[config.mk]
export PLATFORM = sky130hd
export DESIGN_NAME = lru_cache_negative_entries
export DESIGN_NICKNAME = d
export VERILOG_FILES = /design/src/lcn_pkg.sv /design/src/lcn_ram.sv /design/src/lcn_scan.sv /design/src/lru_cache_negative_entries.sv
export SDC_FILE = /design/constraint.sdc
export NUM_CORES = 2
export LEC_CHECK = 0
export BUFFER_PORTS_ARGS = -buffer_cell sky130_fd_sc_hd__buf_2
export CORE_ASPECT_RATIO = 2
export CORE_MARGIN = 10
export CORE_UTILIZATION = 60
export DETAILED_ROUTE_END_ITERATION = 10
export GPL_TIMING_DRIVEN = 0
export PLACE_DENSITY_LB_ADDON = 0.15
export REMOVE_ABC_BUFFERS = 1
export SLEW_MARGIN = 20
export SYNTH_ARGS = -nofsm -noshare
export SYNTH_HDL_FRONTEND = slang
export SYNTH_SLANG_ARGS = --single-unit
[constraint.sdc]
create_clock -name clk -period 44.3 [get_ports clk]
set_input_delay 13.29 -clock clk [delete_from_list [all_inputs] [get_ports clk]]
set_output_delay 13.29 -clock clk [all_outputs]
set_load 0.05 [all_outputs]
[src/lcn_pkg.sv]
// ----------------------------------------------------------------------------
// lcn_pkg
// shared types and constants of the negative-caching lru cache
// ----------------------------------------------------------------------------
package lcn_pkg;

  localparam int CACHE_ENTRIES = 16;
  localparam int SLOT_W = $clog2(CACHE_ENTRIES);
  localparam int CNT_W = $clog2(CACHE_ENTRIES + 1);

  localparam logic [31:0] RETRY_MS_RESET = 32'd60000;

  typedef enum logic [1:0] {
    REQ_LOOKUP = 2'd0,
    REQ_INSERT = 2'd1,
    REQ_CLEAR  = 2'd2
  } req_e;

  typedef enum logic [2:0] {
    ST_HIT      = 3'd0,
    ST_HOLD     = 3'd1,
    ST_MISS     = 3'd2,
    ST_INSERTED = 3'd3,
    ST_CLEARED  = 3'd4
  } status_e;

  typedef enum logic [1:0] {
    S_IDLE,
    S_SCAN,
    S_DECIDE
  } state_t;

  // one cache slot as stored in the entry memory
  typedef struct packed {
    logic [63:0] tag;
    logic [31:0] handle;
    logic [63:0] stamp;   // use stamp when positive, deadline when negative
  } entry_t;

  localparam int ENTRY_W = $bits(entry_t);

  // what one pass over the entry memory found
  typedef struct packed {
    logic              hit;
    logic [SLOT_W-1:0] hit_slot;
    logic [31:0]       hit_handle;
    logic [63:0]       hit_stamp;
    logic              free_any;
    logic [SLOT_W-1:0] free_slot;
    logic              neg_any;
    logic [SLOT_W-1:0] neg_slot;
    logic [SLOT_W-1:0] lru_slot;
    logic [31:0]       lru_handle;
  } scan_res_t;

endpackage

[src/lcn_ram.sv]
// ----------------------------------------------------------------------------
// lcn_ram
// single-port-write, single-port-read synchronous ram, registered read data
// ----------------------------------------------------------------------------
module lcn_ram #(
  parameter int WIDTH = 8,
  parameter int DEPTH = 16
) (
  input  logic                     clk,
  input  logic                     we,
  input  logic [$clog2(DEPTH)-1:0] waddr,
  input  logic [WIDTH-1:0]         wdata,
  input  logic                     re,
  input  logic [$clog2(DEPTH)-1:0] raddr,
  output logic [WIDTH-1:0]         rdata
);

  logic [WIDTH-1:0] mem [DEPTH];

  always_ff @(posedge clk) begin
    if (we) begin
      mem[waddr] <= wdata;
    end
    if (re) begin
      rdata <= mem[raddr];
    end
  end

endmodule

[src/lcn_scan.sv]
// ----------------------------------------------------------------------------
// lcn_scan
// walks the entry read stream one slot a cycle and keeps the tag match,
// first free slot, first negative slot and least recently used slot
// ----------------------------------------------------------------------------
module lcn_scan (
  input  logic                      clk,
  input  logic                      rst,
  input  logic                      start,
  input  logic                      dvld,
  input  logic [lcn_pkg::SLOT_W-1:0] dslot,
  input  logic                      dvalid,
  input  lcn_pkg::entry_t           rdata,
  input  logic [63:0]               key,
  output lcn_pkg::scan_res_t        res
);

  logic        lru_any;
  logic [63:0] lru_stamp;

  always_ff @(posedge clk) begin
    if (rst || start) begin
      res.hit      <= 1'b0;
      res.free_any <= 1'b0;
      res.neg_any  <= 1'b0;
      lru_any      <= 1'b0;
    end else if (dvld) begin
      if (!dvalid) begin
        if (!res.free_any) begin
          res.free_any  <= 1'b1;
          res.free_slot <= dslot;
        end
      end else begin
        if (!res.hit && rdata.tag == key) begin
          res.hit        <= 1'b1;
          res.hit_slot   <= dslot;
          res.hit_handle <= rdata.handle;
          res.hit_stamp  <= rdata.stamp;
        end
        if (!res.neg_any && rdata.handle == 32'd0) begin
          res.neg_any  <= 1'b1;
          res.neg_slot <= dslot;
        end
        // strict compare keeps the lowest slot on equal stamps
        if (!lru_any || rdata.stamp < lru_stamp) begin
          lru_any        <= 1'b1;
          lru_stamp      <= rdata.stamp;
          res.lru_slot   <= dslot;
          res.lru_handle <= rdata.handle;
        end
      end
    end
  end

endmodule

[src/lru_cache_negative_entries.sv]
// ----------------------------------------------------------------------------
// lru_cache_negative_entries
// fully associative tag-to-handle cache with lru eviction and negative
// entries that hold retries until a deadline
// ----------------------------------------------------------------------------
//  channel | handshake             | payload
//  --------+-----------------------+------------------------------------------
//  in      | in_valid / in_stall   | req_type, key_tag, handle_in, now_ms
//  out     | out_valid / out_stall | status, handle_out, evicted,
//          |                       | evicted_handle
//  cfg     | cfg_we                | cfg_wdata (retry_ms)
//
//  a lookup or insert is taken in the idle state, reads the entry memory
//  once per slot in the scan state, receives the registered read data of
//  the last slot, then decides and writes back in the decide step. a clear
//  or unused request goes from the idle state straight to the decide step.
//  reset clears the valid flip-flops and use counter; there is no clearing pass.
//  a result waits in the output register while the next transaction is
//  already taken and scanned; a stalled output holds the decide step.
// ----------------------------------------------------------------------------
module lru_cache_negative_entries (
  input  logic        clk,
  input  logic        rst,
  input  logic        cfg_we,
  input  logic [31:0] cfg_wdata,
  input  logic        in_valid,
  output logic        in_stall,
  input  logic [1:0]  req_type,
  input  logic [63:0] key_tag,
  input  logic [31:0] handle_in,
  input  logic [47:0] now_ms,
  output logic        out_valid,
  input  logic        out_stall,
  output logic [2:0]  status,
  output logic [31:0] handle_out,
  output logic        evicted,
  output logic [31:0] evicted_handle
);

  localparam int N = lcn_pkg::CACHE_ENTRIES;

  lcn_pkg::state_t state, state_next;

  logic [31:0]                retry_ms;
  logic [63:0]                use_counter;
  logic [N-1:0]               entry_valid;
  logic [lcn_pkg::CNT_W-1:0]  cnt;

  logic [1:0]  req_q;
  logic [63:0] key_q;
  logic [31:0] hin_q;
  logic [47:0] now_q;

  logic                       in_acc;
  logic                       decide_go;
  logic                       ram_re;
  logic                       ram_we;
  logic [lcn_pkg::SLOT_W-1:0] ram_raddr;
  logic [lcn_pkg::ENTRY_W-1:0] ram_rdata;
  logic                       rd_vld;
  logic [lcn_pkg::SLOT_W-1:0] rd_slot;
  logic                       scan_last;

  lcn_pkg::scan_res_t sres;
  lcn_pkg::entry_t    rd_entry;

  // decide step
  logic                       wr_en;
  logic [lcn_pkg::SLOT_W-1:0] wr_slot;
  lcn_pkg::entry_t            wr_entry;
  logic                       set_valid;
  logic                       clr_valid;
  logic                       clear_all;
  logic                       cnt_load;
  logic [63:0]                cnt_val;
  logic [2:0]                 st_d;
  logic [31:0]                hout_d;
  logic                       ev_d;
  logic [31:0]                evh_d;
  logic [63:0]                cnt_inc;
  logic [63:0]                deadline;
  logic [lcn_pkg::SLOT_W-1:0] ins_slot;

  assign in_acc    = in_valid && !in_stall;
  assign scan_last = (cnt == lcn_pkg::CNT_W'(N));
  assign ram_raddr = cnt[lcn_pkg::SLOT_W-1:0];
  assign rd_entry  = lcn_pkg::entry_t'(ram_rdata);
  assign ram_we    = decide_go && wr_en;

  lcn_ram #(
    .WIDTH (lcn_pkg::ENTRY_W),
    .DEPTH (N)
  ) u_ram (
    .clk   (clk),
    .we    (ram_we),
    .waddr (wr_slot),
    .wdata (wr_entry),
    .re    (ram_re),
    .raddr (ram_raddr),
    .rdata (ram_rdata)
  );

  lcn_scan u_scan (
    .clk    (clk),
    .rst    (rst),
    .start  (in_acc),
    .dvld   (rd_vld),
    .dslot  (rd_slot),
    .dvalid (entry_valid[rd_slot]),
    .rdata  (rd_entry),
    .key    (key_q),
    .res    (sres)
  );

  // next state
  always_comb begin
    state_next = state;
    unique case (state)
      lcn_pkg::S_IDLE: begin
        if (in_valid) begin
          if (req_type == lcn_pkg::REQ_LOOKUP || req_type == lcn_pkg::REQ_INSERT) begin
            state_next = lcn_pkg::S_SCAN;
          end else begin
            state_next = lcn_pkg::S_DECIDE;
          end
        end
      end
      lcn_pkg::S_SCAN: begin
        if (scan_last) begin
          state_next = lcn_pkg::S_DECIDE;
        end
      end
      lcn_pkg::S_DECIDE: begin
        if (!out_valid || !out_stall) begin
          state_next = lcn_pkg::S_IDLE;
        end
      end
      default: state_next = lcn_pkg::S_IDLE;
    endcase
  end

  // state outputs
  always_comb begin
    in_stall  = 1'b1;
    ram_re    = 1'b0;
    decide_go = 1'b0;
    unique case (state)
      lcn_pkg::S_IDLE:   in_stall = 1'b0;
      lcn_pkg::S_SCAN:   ram_re = !scan_last;
      lcn_pkg::S_DECIDE: decide_go = !out_valid || !out_stall;
      default: ;
    endcase
  end

  // decide datapath
  always_comb begin
    cnt_inc   = use_counter + 64'd1;
    deadline  = {16'd0, now_q} + {32'd0, retry_ms};
    ins_slot  = sres.hit ? sres.hit_slot :
                sres.free_any ? sres.free_slot :
                sres.neg_any ? sres.neg_slot : sres.lru_slot;
    wr_en     = 1'b0;
    wr_slot   = sres.hit_slot;
    wr_entry  = '{tag: key_q, handle: hin_q, stamp: cnt_inc};
    set_valid = 1'b0;
    clr_valid = 1'b0;
    clear_all = 1'b0;
    cnt_load  = 1'b0;
    cnt_val   = cnt_inc;
    st_d      = lcn_pkg::ST_MISS;
    hout_d    = 32'd0;
    ev_d      = 1'b0;
    evh_d     = 32'd0;
    case (req_q)
      lcn_pkg::REQ_LOOKUP: begin
        if (sres.hit) begin
          if (sres.hit_handle != 32'd0) begin
            wr_en    = 1'b1;
            wr_entry = '{tag: key_q, handle: sres.hit_handle, stamp: cnt_inc};
            cnt_load = 1'b1;
            st_d     = lcn_pkg::ST_HIT;
            hout_d   = sres.hit_handle;
          end else if ({16'd0, now_q} < sres.hit_stamp) begin
            st_d = lcn_pkg::ST_HOLD;
          end else begin
            // expired negative entry drops out
            clr_valid = 1'b1;
          end
        end
      end
      lcn_pkg::REQ_INSERT: begin
        wr_en     = 1'b1;
        wr_slot   = ins_slot;
        set_valid = 1'b1;
        if (hin_q != 32'd0) begin
          cnt_load = 1'b1;
        end else begin
          wr_entry = '{tag: key_q, handle: hin_q, stamp: deadline};
        end
        st_d   = lcn_pkg::ST_INSERTED;
        hout_d = hin_q;
        if (sres.hit) begin
          if (sres.hit_handle != 32'd0 && sres.hit_handle != hin_q) begin
            ev_d  = 1'b1;
            evh_d = sres.hit_handle;
          end
        end else if (!sres.free_any) begin
          ev_d  = 1'b1;
          evh_d = sres.neg_any ? 32'd0 : sres.lru_handle;
        end
      end
      lcn_pkg::REQ_CLEAR: begin
        clear_all = 1'b1;
        cnt_load  = 1'b1;
        cnt_val   = 64'd0;
        st_d      = lcn_pkg::ST_CLEARED;
      end
      default: ;
    endcase
  end

  always_ff @(posedge clk) begin
    if (rst) begin
      state       <= lcn_pkg::S_IDLE;
      retry_ms    <= lcn_pkg::RETRY_MS_RESET;
      use_counter <= 64'd0;
      entry_valid <= '0;
      cnt         <= '0;
      rd_vld      <= 1'b0;
      out_valid   <= 1'b0;
    end else begin
      state  <= state_next;
      rd_vld <= ram_re;
      if (cfg_we) begin
        retry_ms <= cfg_wdata;
      end
      if (in_acc) begin
        cnt <= '0;
      end else if (ram_re) begin
        cnt <= cnt + lcn_pkg::CNT_W'(1);
      end
      if (decide_go) begin
        if (cnt_load) begin
          use_counter <= cnt_val;
        end
        if (clear_all) begin
          entry_valid <= '0;
        end else if (set_valid) begin
          entry_valid[wr_slot] <= 1'b1;
        end else if (clr_valid) begin
          entry_valid[sres.hit_slot] <= 1'b0;
        end
        out_valid <= 1'b1;
      end else if (out_valid && !out_stall) begin
        out_valid <= 1'b0;
      end
    end
  end

  always_ff @(posedge clk) begin
    rd_slot <= ram_raddr;
    if (in_acc) begin
      req_q <= req_type;
      key_q <= key_tag;
      hin_q <= handle_in;
      now_q <= now_ms;
    end
    if (decide_go) begin
      status         <= st_d;
      handle_out     <= hout_d;
      evicted        <= ev_d;
      evicted_handle <= evh_d;
    end
  end

  // memory writes come only from the decide step
  a_we_in_decide: assert property (@(posedge clk) disable iff (rst)
    ram_we |-> state == lcn_pkg::S_DECIDE)
    else $error("entry write outside decide step");

  // a full scan always ends in the decide step
  a_scan_end: assert property (@(posedge clk) disable iff (rst)
    (state == lcn_pkg::S_SCAN && scan_last) |=> state == lcn_pkg::S_DECIDE)
    else $error("scan did not hand over to decide");

  // an inserted slot is valid afterwards
  a_ins_valid: assert property (@(posedge clk) disable iff (rst)
    (ram_we && req_q == lcn_pkg::REQ_INSERT) |=> entry_valid[$past(wr_slot)])
    else $error("inserted slot not marked valid");

  // a new result only follows a decide step
  a_out_from_decide: assert property (@(posedge clk) disable iff (rst)
    $rose(out_valid) |-> $past(state) == lcn_pkg::S_DECIDE)
    else $error("result appeared without a decide step");

  // no read of the memory while a transaction can be taken
  a_no_read_idle: assert property (@(posedge clk) disable iff (rst)
    !in_stall |-> !ram_re && !ram_we)
    else $error("memory access while idle");

endmodule
==> flow_metrics.env <==
export IMPL_status="finished clean"
export IMPL_synth_async_reset_ratio_pct=0
export IMPL_powerDensity_nw_per_um2=41.8
export IMPL_hold_class="flip-flop to flip-flop"
export IMPL_clockBufferDepth=4
export IMPL_synth_edff_count=3142
export IMPL_die_w_um=347
export IMPL_tns_ns=0
export IMPL_ios=253
export IMPL_via_count=65600
export IMPL_yosys_warnings=0
export IMPL_cts_root_buf="clkbuf_16"
export IMPL_worstMarginPinSlew_ns=1.10
export IMPL_reg2reg_depth=14
export IMPL_initialDrtViolationCount=7213
export IMPL_clk_pin_slew_ns=0.06
export IMPL_syn_inst=6211
export IMPL_fillCellCount=12800
export IMPL_slew_violations=0
export IMPL_post_route_period_util_pct=39.0
export IMPL_leakagePower_nw=48.5
export IMPL_fin_crit_ns=17.27
export IMPL_cts_sinks=3271
export IMPL_drtPass1Iterations=6
export IMPL_critical_path_max_fanout=63
export IMPL_ir_worst_vdd_v=0.0000334
export IMPL_initial_core_util_pct=60.1
export IMPL_finalNetCount=7138
export IMPL_io_buffers=252
export IMPL_gp_congestion=0.835
export IMPL_crit_top_cell="buf_2"
export IMPL_hpwl_um=211000
export IMPL_grt_max_degree=64
export IMPL_cap_viol_max_count=0
export IMPL_numCtsBuffers=281
export IMPL_avgSynthCellArea_um2=20.6
export IMPL_rsz0062_at_grt="no"
export IMPL_crit_path_start_kind="input port"
export IMPL_cp_cell_sequence="buf_6 -> buf_16 -> nor2_1 -> nand3_1 -> nor4_2 -> buf_2 -> buf_2 -> buf_2 -> buf_2 -> buf_2 -> buf_4 -> buf_2 -> buf_4"
export IMPL_dieArea_um2=234000
export IMPL_insertion_delay_ns=0.87
export IMPL_avgRoutedWirePerCell_um=32.5
export IMPL_core_area_um2=213000
export IMPL_layout_drive_gt1_share_pct=27.2
export IMPL_post_route_util_pct=69.4
export IMPL_route_detailed_drc=0
export IMPL_antenna_found_initial=6
export IMPL_crit_required_ns=44.86
export IMPL_finalHoldViolCount=0
export IMPL_syn_area_um2=128000
export IMPL_place_area_um2=139000
export IMPL_crit_path_top_delay_cell="nor4_2"
export IMPL_grt_pass1_wl_um=467000
export IMPL_synth_cell_types=77
export IMPL_grt_ovfl_total=0
export IMPL_post_cts_repair_setup_buffers=0
export IMPL_slew_headroom_pct=25.9
export IMPL_ant_nets=0
export IMPL_register_area_um2=96900
export IMPL_final_area_um2=148000
export IMPL_grt_util_met3_pct=4.51
export IMPL_setup_viol=0
export IMPL_grt_pass1_vias=68300
export IMPL_synth_flop_cell="edfxtp_1"
export IMPL_via_per_inst=6.70
export IMPL_clock_skew_final_ns=0.0485
export IMPL_tritoncts="built"
export IMPL_htree_levels=5
export IMPL_min_path_cells=0
export IMPL_yosysSeqAreaShare_pct=75.6
export IMPL_synth_seq_cells=3271
export IMPL_busiest_layer="met2"
export IMPL_multi_input_area_um2=29900
export IMPL_grt_use_met2_pct=46.2
export IMPL_critPathMaxStageDelay_ns=0.89
export IMPL_met1_usage_pct=35.3
export IMPL_rows=240
export IMPL_syn_to_final_growth_pct=15.5
export IMPL_critPathKind="input port to flip-flop"
export IMPL_ctsResizeCount=0
export IMPL_hold_buffers=0
export IMPL_fmax_ghz=0.0579
export IMPL_crit_arrival_ns=17.82
export IMPL_routed_wl_um=319000
export IMPL_die_height_um=674
export IMPL_grt_usage_pct=27.3
export IMPL_critPathCaptureType="flip-flop"
[critical path, delay by kind of cell]
kind	cells	cell delay, ns
buffers and inverters	10	2.42
AND/OR/NAND/NOR	3	1.94
[synth_stat cells, drive strengths merged (6+ instances only)]
cell type	number	share of area (%)
edfxtp	3142	74
mux4	805	14
clkbuf	242	0.71
nor2	222	0.65
inv	161	0.47
a21oi	151	0.59
ha	145	1.4
o21ai	133	0.52
dfxtp	129	2.0
nand2	127	0.37
xnor2	114	0.78
nand3	71	0.28
a21o	62	0.36
nand4	59	0.29
xor2	57	0.39
buf	48	0.16
nor4	46	0.24
or3	39	0.19
mux2i	38	0.30
mux2	36	0.32
a22o	35	0.24
a22oi	35	0.20
and3	33	0.16
nor3	30	0.12
and2	22	0.11
a221oi	20	0.14
a31oi	19	0.093
nand3b	19	0.11
nor2b	17	0.083
and4	15	0.10
a211o	13	0.089
o21a	13	0.076
o22ai	12	0.059
or4	10	0.059
a211oi	8	0.047
nand2b	8	0.039
o211ai	6	0.035
o31ai	6	0.035
o41ai	6	0.041
[per-stage QoR]
step                      setup WS (ns)  power, mW  hold slack (ns)  cells
after floorplan                    3.88       3.77            0.436   5921
after global placement           -26.09       3.91            0.449   8956
after detailed placement          26.33       3.81            0.463   9309
after CTS                         27.20       6.22            0.484   9798
after global routing              26.95       6.35            0.495   9799
final                             27.03       6.18            0.481   9800
[routing by layer]
layer	share of wire (%)	wire length (um)	vias up
li1	-	-	26800
met1	36	116000	34600
met2	51	163000	3422
met3	7.8	24800	754
met4	4.5	14300	4
met5	0.0066	21	-
[placed cells by master (no fill, tap or decap), drive strengths merged, types with 36 or more instances in the layout]
master,n
a21oi,151
or3,39
clkbuf,337
nand4,59
clkinv,101
buf,605
nor2,222
xor2,57
ha,145
nand3,71
dfxtp,129
mux2i,38
nor4,46
mux4,805
o21ai,133
nand2,127
xnor2,114
edfxtp,3142
mux2,36
inv,174
a21o,62
[path summary, 6_finish.rpt]
kind	from	to	slack (ns)
setup reg to reg	key_q[11]	u_scan.res[140]	38.87
hold / removal	u_ram.rdata[39]	u_scan.res[85]	0.48
setup / recovery	rst	u_scan.res[140]	27.03
hold reg to reg	u_ram.rdata[39]	u_scan.res[85]	0.48
[state kept, by name, summed over array words and instances (netlist names), 48 cells and up]
register / count
key_q: 64
u_scan.res: 147
now_q: 48
u_ram.mem: 2560
use_counter: 64
u_scan.lru_stamp: 64
u_ram.rdata: 160
[final cells by class]
class | instances | area share, %
multi-input combinational | 2488 | 20.2
timing repair buffer | 605 | 5.57
antenna | 2 | 0.00338
clock buffer | 337 | 5.04
tap | 2783 | 2.35
clock inverter | 152 | 0.953
sequential | 3271 | 65.5
inverter | 162 | 0.413
[report_power, final]
group / leakage (nW) / internal [mW] / switching (mW)
registers: 30.9 / 3.43 / 0.0511
clock network: 4.32 / 1.35 / 1.09
logic: 13.3 / 0.106 / 0.161
[cell families after synthesis]
kind of cell	after synthesis	synth area share, %
fa+ha+maj	146	1.43
buf+inv	452	1.34
compound gates	563	2.83
mux	879	14.8
flops	3271	75.6
xor+xnor	171	1.17
simple gates	729	2.87
Note: power is estimated with default switching activity, not from simulation.
